<file path="src/sv/bitv_pkg.sv">
package bitv_pkg;

   localparam int unsigned MAX_INFO_BYTES_DEF = 1048576;
   localparam logic [31:0] BOOT_MAGIC_VALUE   = 32'h36d76289;
   localparam logic [31:0] TAG_END            = 32'd0;
   localparam logic [31:0] TAG_MMAP           = 32'd6;
   localparam logic [31:0] TAG_FRAMEBUFFER    = 32'd8;
   localparam logic [31:0] MAP_MIN_ENTRY      = 32'd24;
   localparam logic [31:0] FB_MIN_SIZE        = 32'd32;
   localparam logic [7:0]  FB_BPP_REQ         = 8'd32;
   localparam logic [7:0]  FB_TYPE_RGB        = 8'd1;

   localparam logic CSR_BOOT_MAGIC   = 1'b0;
   localparam logic CSR_INFO_ADDRESS = 1'b1;

   localparam logic [3:0] ERR_OK         = 4'd0;
   localparam logic [3:0] ERR_MAGIC      = 4'd1;
   localparam logic [3:0] ERR_ALIGN      = 4'd2;
   localparam logic [3:0] ERR_TOTAL_SIZE = 4'd3;
   localparam logic [3:0] ERR_SHORT_HDR  = 4'd4;
   localparam logic [3:0] ERR_TAG_SIZE   = 4'd5;
   localparam logic [3:0] ERR_END_SIZE   = 4'd6;
   localparam logic [3:0] ERR_NO_MAP     = 4'd7;
   localparam logic [3:0] ERR_BAD_MAP    = 4'd8;
   localparam logic [3:0] ERR_PADDING    = 4'd9;
   localparam logic [3:0] ERR_NO_END     = 4'd10;

   typedef struct packed {
      logic [31:0] word;
      logic        start_req;
   } req_type;

   typedef struct packed {
      logic        ok;
      logic [3:0]  error_code;
      logic [20:0] total_size;
      logic [20:0] mmap_offset;
      logic [20:0] mmap_entry_size;
      logic [20:0] mmap_tag_size;
      logic        fb_valid;
      logic [63:0] fb_address;
      logic [31:0] fb_pitch;
      logic [31:0] fb_width;
      logic [31:0] fb_height;
      logic [31:0] fb_bytes;
   } rsp_type;

   typedef struct packed {
      logic start;
      logic op_mul;
   } alu_ctrl_type;

endpackage

</file>
<file path="src/sv/bitv_alu.sv">
// Shared 32-step unit: restoring remainder (a mod b) or low-word product (a * b),
// one bit per cycle through a single 33-bit adder.
module bitv_alu (
   input  logic                  clock,
   input  logic                  reset,
   input  bitv_pkg::alu_ctrl_type ctrl,
   input  logic [31:0]           a,
   input  logic [31:0]           b,
   output logic                  busy,
   output logic                  done,
   output logic [31:0]           result
);

   logic        busy_ff, busy_in;
   logic        done_ff, done_in;
   logic        mul_ff, mul_in;
   logic [4:0]  cnt_ff, cnt_in;
   logic [31:0] x_ff, x_in;
   logic [31:0] y_ff, y_in;
   logic [31:0] z_ff, z_in;
   logic [32:0] opx, opy;
   logic        sub;
   logic [33:0] sum;

   always_comb begin
      if (mul_ff) begin
         opx = {1'b0, x_ff};
         opy = y_ff[0] ? {1'b0, z_ff} : 33'd0;
         sub = 1'b0;
      end else begin
         opx = {x_ff, y_ff[31]};
         opy = {1'b0, z_ff};
         sub = 1'b1;
      end
      sum = {1'b0, opx} + {1'b0, (sub ? ~opy : opy)} + 34'(sub);
   end

   always_comb begin
      busy_in = busy_ff;
      done_in = 1'b0;
      mul_in  = mul_ff;
      cnt_in  = cnt_ff;
      x_in    = x_ff;
      y_in    = y_ff;
      z_in    = z_ff;
      if (ctrl.start) begin
         busy_in = 1'b1;
         mul_in  = ctrl.op_mul;
         cnt_in  = 5'd0;
         x_in    = 32'd0;
         y_in    = ctrl.op_mul ? b : a;
         z_in    = ctrl.op_mul ? a : b;
      end else if (busy_ff) begin
         if (mul_ff) begin
            x_in = sum[31:0];
            y_in = {1'b0, y_ff[31:1]};
            z_in = {z_ff[30:0], 1'b0};
         end else begin
            // A carry out means the shifted remainder was not below the divisor.
            x_in = sum[33] ? sum[31:0] : opx[31:0];
            y_in = {y_ff[30:0], 1'b0};
         end
         cnt_in = cnt_ff + 5'd1;
         if (cnt_ff == 5'd31) begin
            busy_in = 1'b0;
            done_in = 1'b1;
         end
      end
   end

   always_ff @(posedge clock) begin
      if (reset) begin
         busy_ff <= 1'b0;
         done_ff <= 1'b0;
         mul_ff  <= 1'b0;
         cnt_ff  <= 5'd0;
      end else begin
         busy_ff <= busy_in;
         done_ff <= done_in;
         mul_ff  <= mul_in;
         cnt_ff  <= cnt_in;
      end
      x_ff <= x_in;
      y_ff <= y_in;
      z_ff <= z_in;
   end

   assign busy   = busy_ff;
   assign done   = done_ff;
   assign result = x_ff;

endmodule

</file>
<file path="src/sv/boot_info_tag_validator.sv">
// Boot information tag validator. Words of the structure are taken one per cycle while
// req_ready is high, a start word first. One verdict word comes out at the end tag or
// at the first error. The fourth word of the first memory-map tag and the eighth word
// of the first usable framebuffer tag each start a run on the shared 32-step
// remainder/multiply unit, during which req_ready is low. A pending verdict word also
// holds req_ready low until it is taken.
module boot_info_tag_validator #(
   parameter int unsigned MAX_INFO_BYTES = bitv_pkg::MAX_INFO_BYTES_DEF
) (
   input  logic              clock,
   input  logic              reset,
   input  logic              req_valid,
   output logic              req_ready,
   input  bitv_pkg::req_type req_data,
   output logic              rsp_valid,
   input  logic              rsp_ready,
   output bitv_pkg::rsp_type rsp_data,
   input  logic              csr_we,
   input  logic              csr_index,
   input  logic [31:0]       csr_wdata
);

   localparam int unsigned SW = $clog2(MAX_INFO_BYTES + 1) + 1;

   typedef enum logic [3:0] {
      ST_IDLE = 4'b0001,
      ST_RUN  = 4'b0010,
      ST_MOD  = 4'b0100,
      ST_MUL  = 4'b1000
   } state_type;

   state_type         state_ff, state_in;
   logic [31:0]       magic_ff, addr_ff;
   logic [SW-1:0]     size_ff, size_in;
   logic [20:0]       total_ff, total_in;
   logic [SW-1:0]     pos_ff, pos_in;
   logic [SW-1:0]     ts_ff, ts_in;
   logic [31:0]       hdr_ff [8];
   logic [31:0]       hdr_in [8];
   logic              map_found_ff, map_found_in;
   logic [SW-1:0]     map_off_ff, map_off_in;
   logic [31:0]       map_es_ff, map_es_in;
   logic [31:0]       map_sz_ff, map_sz_in;
   logic              fb_found_ff, fb_found_in;
   logic [63:0]       fb_addr_ff, fb_addr_in;
   logic [31:0]       fb_pitch_ff, fb_pitch_in;
   logic [31:0]       fb_width_ff, fb_width_in;
   logic [31:0]       fb_height_ff, fb_height_in;
   logic [7:0]        fb_bpp_ff, fb_bpp_in;
   logic [7:0]        fb_kind_ff, fb_kind_in;
   logic [31:0]       fb_bytes_ff, fb_bytes_in;
   logic              rsp_valid_ff, rsp_valid_in;
   bitv_pkg::rsp_type rsp_ff, rsp_in;

   bitv_pkg::alu_ctrl_type alu_ctrl;
   logic [31:0]       alu_a, alu_b, alu_result;
   logic              alu_busy, alu_done;

   logic              accept;
   logic              emit;
   logic [3:0]        emit_err;
   logic [20:0]       emit_total;

   logic [SW-1:0]     off, diff, ts_e, diff_e;
   logic [33:0]       cur_end;
   logic              kvalid;
   logic [2:0]        k;
   logic [31:0]       type_e, sz_e, es;
   logic [3:0]        cerr;
   logic [32:0]       wrap_sum;

   function automatic logic [32:0] round8(input logic [31:0] v);
      logic [32:0] t;
      t = {1'b0, v} + 33'd7;
      return {t[32:3], 3'b000};
   endfunction

   // Padding check of a tag and checks on where the next tag starts.
   function automatic logic [3:0] close_err(input logic [31:0] sz, input logic [SW-1:0] ts,
                                            input logic [SW-1:0] size);
      logic [32:0] rnd;
      logic [33:0] nxt;
      rnd = round8(sz);
      nxt = 34'(ts) + 34'(rnd);
      if (rnd > 33'(size - ts))             return bitv_pkg::ERR_PADDING;
      if (nxt >= 34'(size))                 return bitv_pkg::ERR_NO_END;
      if ((34'(size) - nxt) < 34'd8)        return bitv_pkg::ERR_SHORT_HDR;
      return bitv_pkg::ERR_OK;
   endfunction

   assign req_ready = (state_ff == ST_IDLE || state_ff == ST_RUN) &&
                      (!rsp_valid_ff || rsp_ready);
   assign accept    = req_valid && req_ready;

   always_comb begin
      state_in     = state_ff;
      size_in      = size_ff;
      total_in     = total_ff;
      pos_in       = pos_ff;
      ts_in        = ts_ff;
      hdr_in       = hdr_ff;
      map_found_in = map_found_ff;
      map_off_in   = map_off_ff;
      map_es_in    = map_es_ff;
      map_sz_in    = map_sz_ff;
      fb_found_in  = fb_found_ff;
      fb_addr_in   = fb_addr_ff;
      fb_pitch_in  = fb_pitch_ff;
      fb_width_in  = fb_width_ff;
      fb_height_in = fb_height_ff;
      fb_bpp_in    = fb_bpp_ff;
      fb_kind_in   = fb_kind_ff;
      fb_bytes_in  = fb_bytes_ff;
      emit         = 1'b0;
      emit_err     = bitv_pkg::ERR_OK;
      emit_total   = total_ff;
      alu_ctrl     = '0;
      alu_a        = hdr_ff[1] - 32'd16;
      alu_b        = hdr_ff[2];

      off      = pos_ff;
      diff     = off - ts_ff;
      cur_end  = 34'(ts_ff) + 34'(round8(hdr_ff[1]));
      ts_e     = (diff >= SW'(8) && 34'(off) == cur_end) ? off : ts_ff;
      diff_e   = off - ts_e;
      kvalid   = diff_e < SW'(32);
      k        = diff_e[4:2];
      type_e   = (kvalid && k == 3'd0) ? req_data.word : hdr_ff[0];
      sz_e     = (kvalid && k == 3'd1) ? req_data.word : hdr_ff[1];
      es       = hdr_ff[2];
      cerr     = close_err(sz_e, ts_e, size_ff);
      wrap_sum = {1'b0, addr_ff} + {1'b0, req_data.word};

      if (accept && req_data.start_req) begin
         state_in     = ST_RUN;
         size_in      = '0;
         total_in     = '0;
         pos_in       = '0;
         ts_in        = '0;
         map_found_in = 1'b0;
         map_off_in   = '0;
         map_es_in    = '0;
         map_sz_in    = '0;
         fb_found_in  = 1'b0;
         emit_total   = '0;
         if (magic_ff != bitv_pkg::BOOT_MAGIC_VALUE) begin
            emit = 1'b1; emit_err = bitv_pkg::ERR_MAGIC;
         end else if (addr_ff[2:0] != 3'd0) begin
            emit = 1'b1; emit_err = bitv_pkg::ERR_ALIGN;
         end else begin
            total_in   = req_data.word[20:0];
            emit_total = req_data.word[20:0];
            if (req_data.word < 32'd16 || req_data.word > 32'(MAX_INFO_BYTES) ||
                wrap_sum[32]) begin
               emit = 1'b1; emit_err = bitv_pkg::ERR_TOTAL_SIZE;
            end else begin
               size_in = SW'(req_data.word);
               pos_in  = SW'(4);
               ts_in   = SW'(8);
            end
         end
      end else if (accept && state_ff == ST_RUN) begin
         pos_in = pos_ff + SW'(4);
         if (off >= SW'(8)) begin
            ts_in = ts_e;
            if (kvalid) hdr_in[k] = req_data.word;
            if (kvalid && k == 3'd1) begin
               if (sz_e < 32'd8 || 33'(sz_e) > 33'(size_ff - ts_e)) begin
                  emit = 1'b1; emit_err = bitv_pkg::ERR_TAG_SIZE;
               end else if (type_e == bitv_pkg::TAG_END) begin
                  emit = 1'b1;
                  if (sz_e != 32'd8)      emit_err = bitv_pkg::ERR_END_SIZE;
                  else if (!map_found_ff) emit_err = bitv_pkg::ERR_NO_MAP;
                  else                    emit_err = bitv_pkg::ERR_OK;
               end else if (type_e == bitv_pkg::TAG_MMAP && !map_found_ff) begin
                  if (sz_e < 32'd16) begin
                     emit = 1'b1; emit_err = bitv_pkg::ERR_BAD_MAP;
                  end
               end else if (cerr != bitv_pkg::ERR_OK) begin
                  emit = 1'b1; emit_err = cerr;
               end
            end else if (kvalid && k == 3'd3 && type_e == bitv_pkg::TAG_MMAP &&
                         !map_found_ff) begin
               if (req_data.word != 32'd0 || es < bitv_pkg::MAP_MIN_ENTRY ||
                   es[2:0] != 3'd0) begin
                  emit = 1'b1; emit_err = bitv_pkg::ERR_BAD_MAP;
               end else begin
                  // The divisibility check runs on the shared unit.
                  alu_ctrl.start = 1'b1;
                  state_in       = ST_MOD;
               end
            end else if (kvalid && k == 3'd7 && type_e == bitv_pkg::TAG_FRAMEBUFFER &&
                         !fb_found_ff && sz_e >= bitv_pkg::FB_MIN_SIZE) begin
               if ({hdr_ff[3], hdr_ff[2]} != 64'd0 && hdr_ff[4] != 32'd0 &&
                   hdr_ff[5] != 32'd0 && hdr_ff[6] != 32'd0) begin
                  fb_found_in     = 1'b1;
                  fb_addr_in      = {hdr_ff[3], hdr_ff[2]};
                  fb_pitch_in     = hdr_ff[4];
                  fb_width_in     = hdr_ff[5];
                  fb_height_in    = hdr_ff[6];
                  fb_bpp_in       = req_data.word[7:0];
                  fb_kind_in      = req_data.word[15:8];
                  alu_ctrl.start  = 1'b1;
                  alu_ctrl.op_mul = 1'b1;
                  alu_a           = hdr_ff[4];
                  alu_b           = hdr_ff[6];
                  state_in        = ST_MUL;
               end
            end
         end
      end else if (state_ff == ST_MOD && alu_done) begin
         state_in = ST_RUN;
         if (alu_result != 32'd0) begin
            emit = 1'b1; emit_err = bitv_pkg::ERR_BAD_MAP;
         end else begin
            map_found_in = 1'b1;
            map_off_in   = ts_ff;
            map_es_in    = hdr_ff[2];
            map_sz_in    = hdr_ff[1];
            cerr         = close_err(hdr_ff[1], ts_ff, size_ff);
            if (cerr != bitv_pkg::ERR_OK) begin
               emit = 1'b1; emit_err = cerr;
            end
         end
      end else if (state_ff == ST_MUL && alu_done) begin
         state_in    = ST_RUN;
         fb_bytes_in = alu_result;
      end

      if (emit) state_in = ST_IDLE;
   end

   always_comb begin
      rsp_valid_in = rsp_valid_ff && !rsp_ready;
      rsp_in       = rsp_ff;
      if (emit) begin
         rsp_valid_in       = 1'b1;
         rsp_in             = '0;
         rsp_in.ok          = (emit_err == bitv_pkg::ERR_OK);
         rsp_in.error_code  = emit_err;
         rsp_in.total_size  = emit_total;
         if (emit_err == bitv_pkg::ERR_OK) begin
            rsp_in.mmap_offset     = 21'(map_off_ff);
            rsp_in.mmap_entry_size = map_es_ff[20:0];
            rsp_in.mmap_tag_size   = map_sz_ff[20:0];
            if (fb_found_ff && fb_bpp_ff == bitv_pkg::FB_BPP_REQ &&
                fb_kind_ff == bitv_pkg::FB_TYPE_RGB) begin
               rsp_in.fb_valid   = 1'b1;
               rsp_in.fb_address = fb_addr_ff;
               rsp_in.fb_pitch   = fb_pitch_ff;
               rsp_in.fb_width   = fb_width_ff;
               rsp_in.fb_height  = fb_height_ff;
               rsp_in.fb_bytes   = fb_bytes_ff;
            end
         end
      end
   end

   always_ff @(posedge clock) begin
      if (reset) begin
         state_ff     <= ST_IDLE;
         magic_ff     <= '0;
         addr_ff      <= '0;
         rsp_valid_ff <= 1'b0;
         map_found_ff <= 1'b0;
         fb_found_ff  <= 1'b0;
         size_ff      <= '0;
         total_ff     <= '0;
         pos_ff       <= '0;
         ts_ff        <= '0;
         map_off_ff   <= '0;
         map_es_ff    <= '0;
         map_sz_ff    <= '0;
      end else begin
         state_ff     <= state_in;
         rsp_valid_ff <= rsp_valid_in;
         map_found_ff <= map_found_in;
         fb_found_ff  <= fb_found_in;
         size_ff      <= size_in;
         total_ff     <= total_in;
         pos_ff       <= pos_in;
         ts_ff        <= ts_in;
         map_off_ff   <= map_off_in;
         map_es_ff    <= map_es_in;
         map_sz_ff    <= map_sz_in;
         if (csr_we) begin
            case (csr_index)
               bitv_pkg::CSR_BOOT_MAGIC:   magic_ff <= csr_wdata;
               bitv_pkg::CSR_INFO_ADDRESS: addr_ff  <= csr_wdata;
               default: ;
            endcase
         end
      end
      hdr_ff       <= hdr_in;
      fb_addr_ff   <= fb_addr_in;
      fb_pitch_ff  <= fb_pitch_in;
      fb_width_ff  <= fb_width_in;
      fb_height_ff <= fb_height_in;
      fb_bpp_ff    <= fb_bpp_in;
      fb_kind_ff   <= fb_kind_in;
      fb_bytes_ff  <= fb_bytes_in;
      rsp_ff       <= rsp_in;
   end

   bitv_alu u_alu (
      .clock  (clock),
      .reset  (reset),
      .ctrl   (alu_ctrl),
      .a      (alu_a),
      .b      (alu_b),
      .busy   (alu_busy),
      .done   (alu_done),
      .result (alu_result)
   );

   assign rsp_valid = rsp_valid_ff;
   assign rsp_data  = rsp_ff;

   a_busy_not_ready: assert property (@(posedge clock) disable iff (reset)
      (state_ff == ST_MOD || state_ff == ST_MUL) |-> !req_ready)
      else $error("input taken while the shared unit is busy");

   a_alu_matches_state: assert property (@(posedge clock) disable iff (reset)
      alu_busy |-> (state_ff == ST_MOD || state_ff == ST_MUL))
      else $error("shared unit running outside a wait state");

   a_done_in_wait: assert property (@(posedge clock) disable iff (reset)
      alu_done |-> (state_ff == ST_MOD || state_ff == ST_MUL))
      else $error("shared unit finished with nobody waiting");

   a_ok_code: assert property (@(posedge clock) disable iff (reset)
      (rsp_valid_ff && rsp_ff.ok) |-> (rsp_ff.error_code == bitv_pkg::ERR_OK))
      else $error("accepted verdict carries an error code");

endmodule
</file>
<file path="config.mk">
export PLATFORM = sky130hd
export DESIGN_NAME = boot_info_tag_validator
export DESIGN_NICKNAME = d
export VERILOG_FILES = /design/src/sv/bitv_pkg.sv /design/src/sv/bitv_alu.sv /design/src/sv/boot_info_tag_validator.sv
export SDC_FILE = /design/constraint.sdc
export NUM_CORES = 2
export LEC_CHECK = 0
export ABC_AREA = 1
export BUFFER_PORTS_ARGS = -buffer_cell sky130_fd_sc_hd__buf_2
export CORE_MARGIN = 3
export CORE_UTILIZATION = 40
export DETAILED_ROUTE_END_ITERATION = 6
export PLACE_DENSITY_LB_ADDON = 0.2
export SYNTH_ARGS = -nofsm -noshare
export SYNTH_HDL_FRONTEND = slang
export SYNTH_SLANG_ARGS = --single-unit
</file>
<file path="constraint.sdc">
create_clock -name clock -period 21.8 [get_ports clock]
set_input_delay 4.36 -clock clock [delete_from_list [all_inputs] [get_ports clock]]
set_output_delay 4.36 -clock clock [all_outputs]
set_load 0.01 [all_outputs]
</file>
==> summary.md <==
| Metric | Value |
|---|---|
| Status | finished clean |
| Global Route Usage Sum | 27.1% |
| Final Cycle Share | 79.2% |
| Drt drc | 0 |
| Clk network pwr share | a little over two fifths |
| Post-synth EDFFs | just under 800 |
| Largest stage delay, worst path | 0.91 ns |
| Kind of end point of the critical path | flop |
| Slew at the pin closest to its max-slew limit | 1.17 ns |
| Fin crit period | 17.27 ns |
| Clock sinks | ~1,000 |
| Arrival @ worst endpoint | 17.72 ns |
| CP dominant cell by count | nand2_1 |
| # Max-Cap Violations | 0 |
| Avg Cell Area, Syn | ~9.3 sq um |
| Top-count cell post-synth | nand2_1 |
| Die H | 385 um |
| Core area | 142,000 sq um |
| Via density | 5.37 |
| Max FFs per register | 282 |
| Top post-synthesis cells by count | nand2_1 (981), inv_1 (862), edfxtp_1 (778) |
| Area delta synth->final | 12.8% |
| Final Hold Viols | 0 |
| Routed WL | approximately 200,000 um |
| Vias post-DR | 45,745 |
| Synth top area cells | edfxtp_1 (41%), dfxtp_1 (9.0%), ha_1 (6.9%), nand2_1 (6.4%), inv_1 (5.6%) |
| Final setup TNS | 0 ns |
| FF-to-FF Start | hdr_ff[203] |
| Sequential power share | 50.6% |
| Leakage power | 26.8 nW |
| Required time of the critical path | 22.25 ns |
| P_int | 3.30 mW |
| Final nets | 6,928 |
| Rel. slew slack | 22.1% |
| Ys Warns | 0 |
| GRT overflow | 0 |
| CP max-delay cell | nor4_4 |
| Final Wtd Congestion | 0.975 |
| Cell variety after synth | 78 |
| Sw Ratio | 23.4% |
| Sequential element share of the synthesized area | 49.6% |
| Max VDD drop | 0.0000578 V |
| Bufs on Longest Clock Path | 3 |
| CTS Buf Count | 110 |
| Antenna Nets Post-Route | 0 |
| CP endpoint | rsp_data[139] |
| Post-CTS sizing | 0 |
| Die ar. | 148,000 sq um |
| Std-Cell Rows | 138 |
| Max Clk Rate | 0.0579 GHz |
| Top cell type's share of synthesized area | 40.6% |
| Power per cell area | 66.3 nW/um^2 |
| Critical Path Start Type | flop |
| Dpl hpwl | 155,000 um |
| Yosys reg bits | 1,037 |
| Critical R2R Capture | rsp_data[139] |
| Crit path launch | hdr_ff[203] |
| Synth Cell Area | 57,500 sq um |
| Vias in the first global route | 43,505 |
| Final Slew Violations | 0 |
| Share of total power in combinational logic | approximately 5.9% |
| Ports | 355 |
| Unrepaired setup endpoints after global routing | no |
| Async SR Flop Fraction | 0% |
| Initial cell density of the core | 40.4% |
| # port buffers | 354 |
| Switching pwr | 1.01 mW |
| Design Power | 4.31 mW |
| H-tree levels | 3 |
| Die width | 385 um |
| Filler instances | between 10,000 and 15,000 |
| R2R depth | a little over 80 |
| Final setup fails | 0 |
| Worst setup path class | flop to flop |
| Synth Instances | 6,165 |
| Prevailing post-synth register cell | edfxtp_1 |
| Worst clock skew | 0.0801 ns |
| Clk_lat worst skew | 0.76 ns |
| Crit Path Max Fanout | 82 |
| Share of layout cells above drive strength 1 | approximately 15% |
| Initial antenna violation count | 15 |
| Starting DRT DRC Count | around 4,400 |
| Clk pin slew, worst setup/hold paths | around 0.060 ns |
| Hold Crit Class | flop to flop |
| Cell taking the most area after synthesis | edfxtp_1 |
| Clock root cell | clkbuf_16 |
| R2r setup slk | 4.53 ns |
| Drt pass-1 iters | 6 |
| DR WL/cell | 24.0 um |
| Post-CTS setup buffers | 0 |
| Post-Synthesis Net Count | 6,560 |
| Largest net degree at the start of global routing | approximately 130 |
| CTS tree | yes |
| First-pass GRT wire length | around 300,000 um |
| Cts hold-fix bufs | 0 |
==> layer usage <==
layer  GRT usage, %  share of wire, %  vias up
li1               -                 -    21699
met1           35.4                42    21887
met2           45.0                47     1765
met3           3.24               6.1      394
met4           12.7               5.2        0
met5              0                 0        -
==> how the worst min path moves through the flow <==
stage                start              end  slack (ns)  cells past startpoint
3_5_place_dp    hdr_ff[76]  fb_width_ff[12]        0.43                      0
5_1_grt         hdr_ff[70]   fb_width_ff[6]        0.41                      0
3_3_place_gp    hdr_ff[76]  fb_width_ff[12]        0.43                      0
6_report        hdr_ff[70]   fb_width_ff[6]        0.40                      0
4_1_cts         hdr_ff[70]   fb_width_ff[6]        0.39                      0
2_1_floorplan  hdr_ff[158]   fb_addr_ff[62]        0.42                      0
==> stage by stage <==
stage	setup slack, ns	cell area (sq um)	hold WS [ns]	utilization [%]	cells
floorplan	5.06	57500	0.417	-	6165
global placement	4.42	61300	0.432	43.1	8311
detailed placement	4.63	61300	0.435	43.1	8311
CTS	4.65	64900	0.393	45.6	8515
global route	3.06	64900	0.413	45.6	8516
finish	4.53	64900	0.402	45.6	8518
==> worst max-delay path, delay by kind of cell (launching register included) <==
kind	cells	cell delay, ns
XOR/XNOR	3	0.68
AO/OA/AOI/OAI	17	3.55
flip-flops	1	0.71
AND/OR/NAND/NOR	45	7.53
adder cells (fa/ha/maj)	5	1.70
buffers and inverters	11	2.25
==> cell families after synthesis <==
group / count (synthesis) / share of synthesized area, %
buffers and inverters: 1055 / 7.68
XOR/XNOR: 223 / 3.45
AND/OR/NAND/NOR: 2487 / 21.6
AO/OA/AOI/OAI: 1021 / 10.3
multiplexers: 18 / 0.313
flip-flops: 1037 / 49.6
adder cells (fa/ha/maj): 324 / 7.11
==> cells in the final DEF, fill, tap and decap left out, types with 54 or more instances in the layout <==
cell       count
nand3_1      253
inv_1        860
dfxtp_1      258
nor2_1       604
nor2_4       185
nor4_1        89
buf_2        354
nor3_1        57
nand2_1      980
buf_4         73
nand4_1      114
a21oi_1      423
clkbuf_16    114
ha_1         319
xnor2_1       89
xor2_1       132
edfxtp_1     778
nand2_2       54
o21ai_0      317
==> power groups by stage <==
stage,clock network (mW),logic (mW),registers (mW)
finish,1.87,0.253,2.18
global route,1.99,0.279,2.18
CTS,1.91,0.254,2.18
detailed placement,0,0.253,2.22
global placement,0,0.251,2.22
floorplan,0,0.131,2.24
==> cell type report <==
class | instances | area, sq um | share of cell area (%)
Clock buffer | 151 | 3120 | 4.81
Clock inverter | 53 | 526 | 0.809
Antenna cell | 3 | 7.51 | 0.0116
Inverter | 881 | 3310 | 5.11
Sequential cell | 1037 | 28600 | 44.0
Tap cell | 1890 | 2360 | 3.64
Multi-Input combinational cell | 4073 | 24700 | 38.0
Timing Repair Buffer | 430 | 2380 | 3.67
Power figures use the tool's default switching activity.
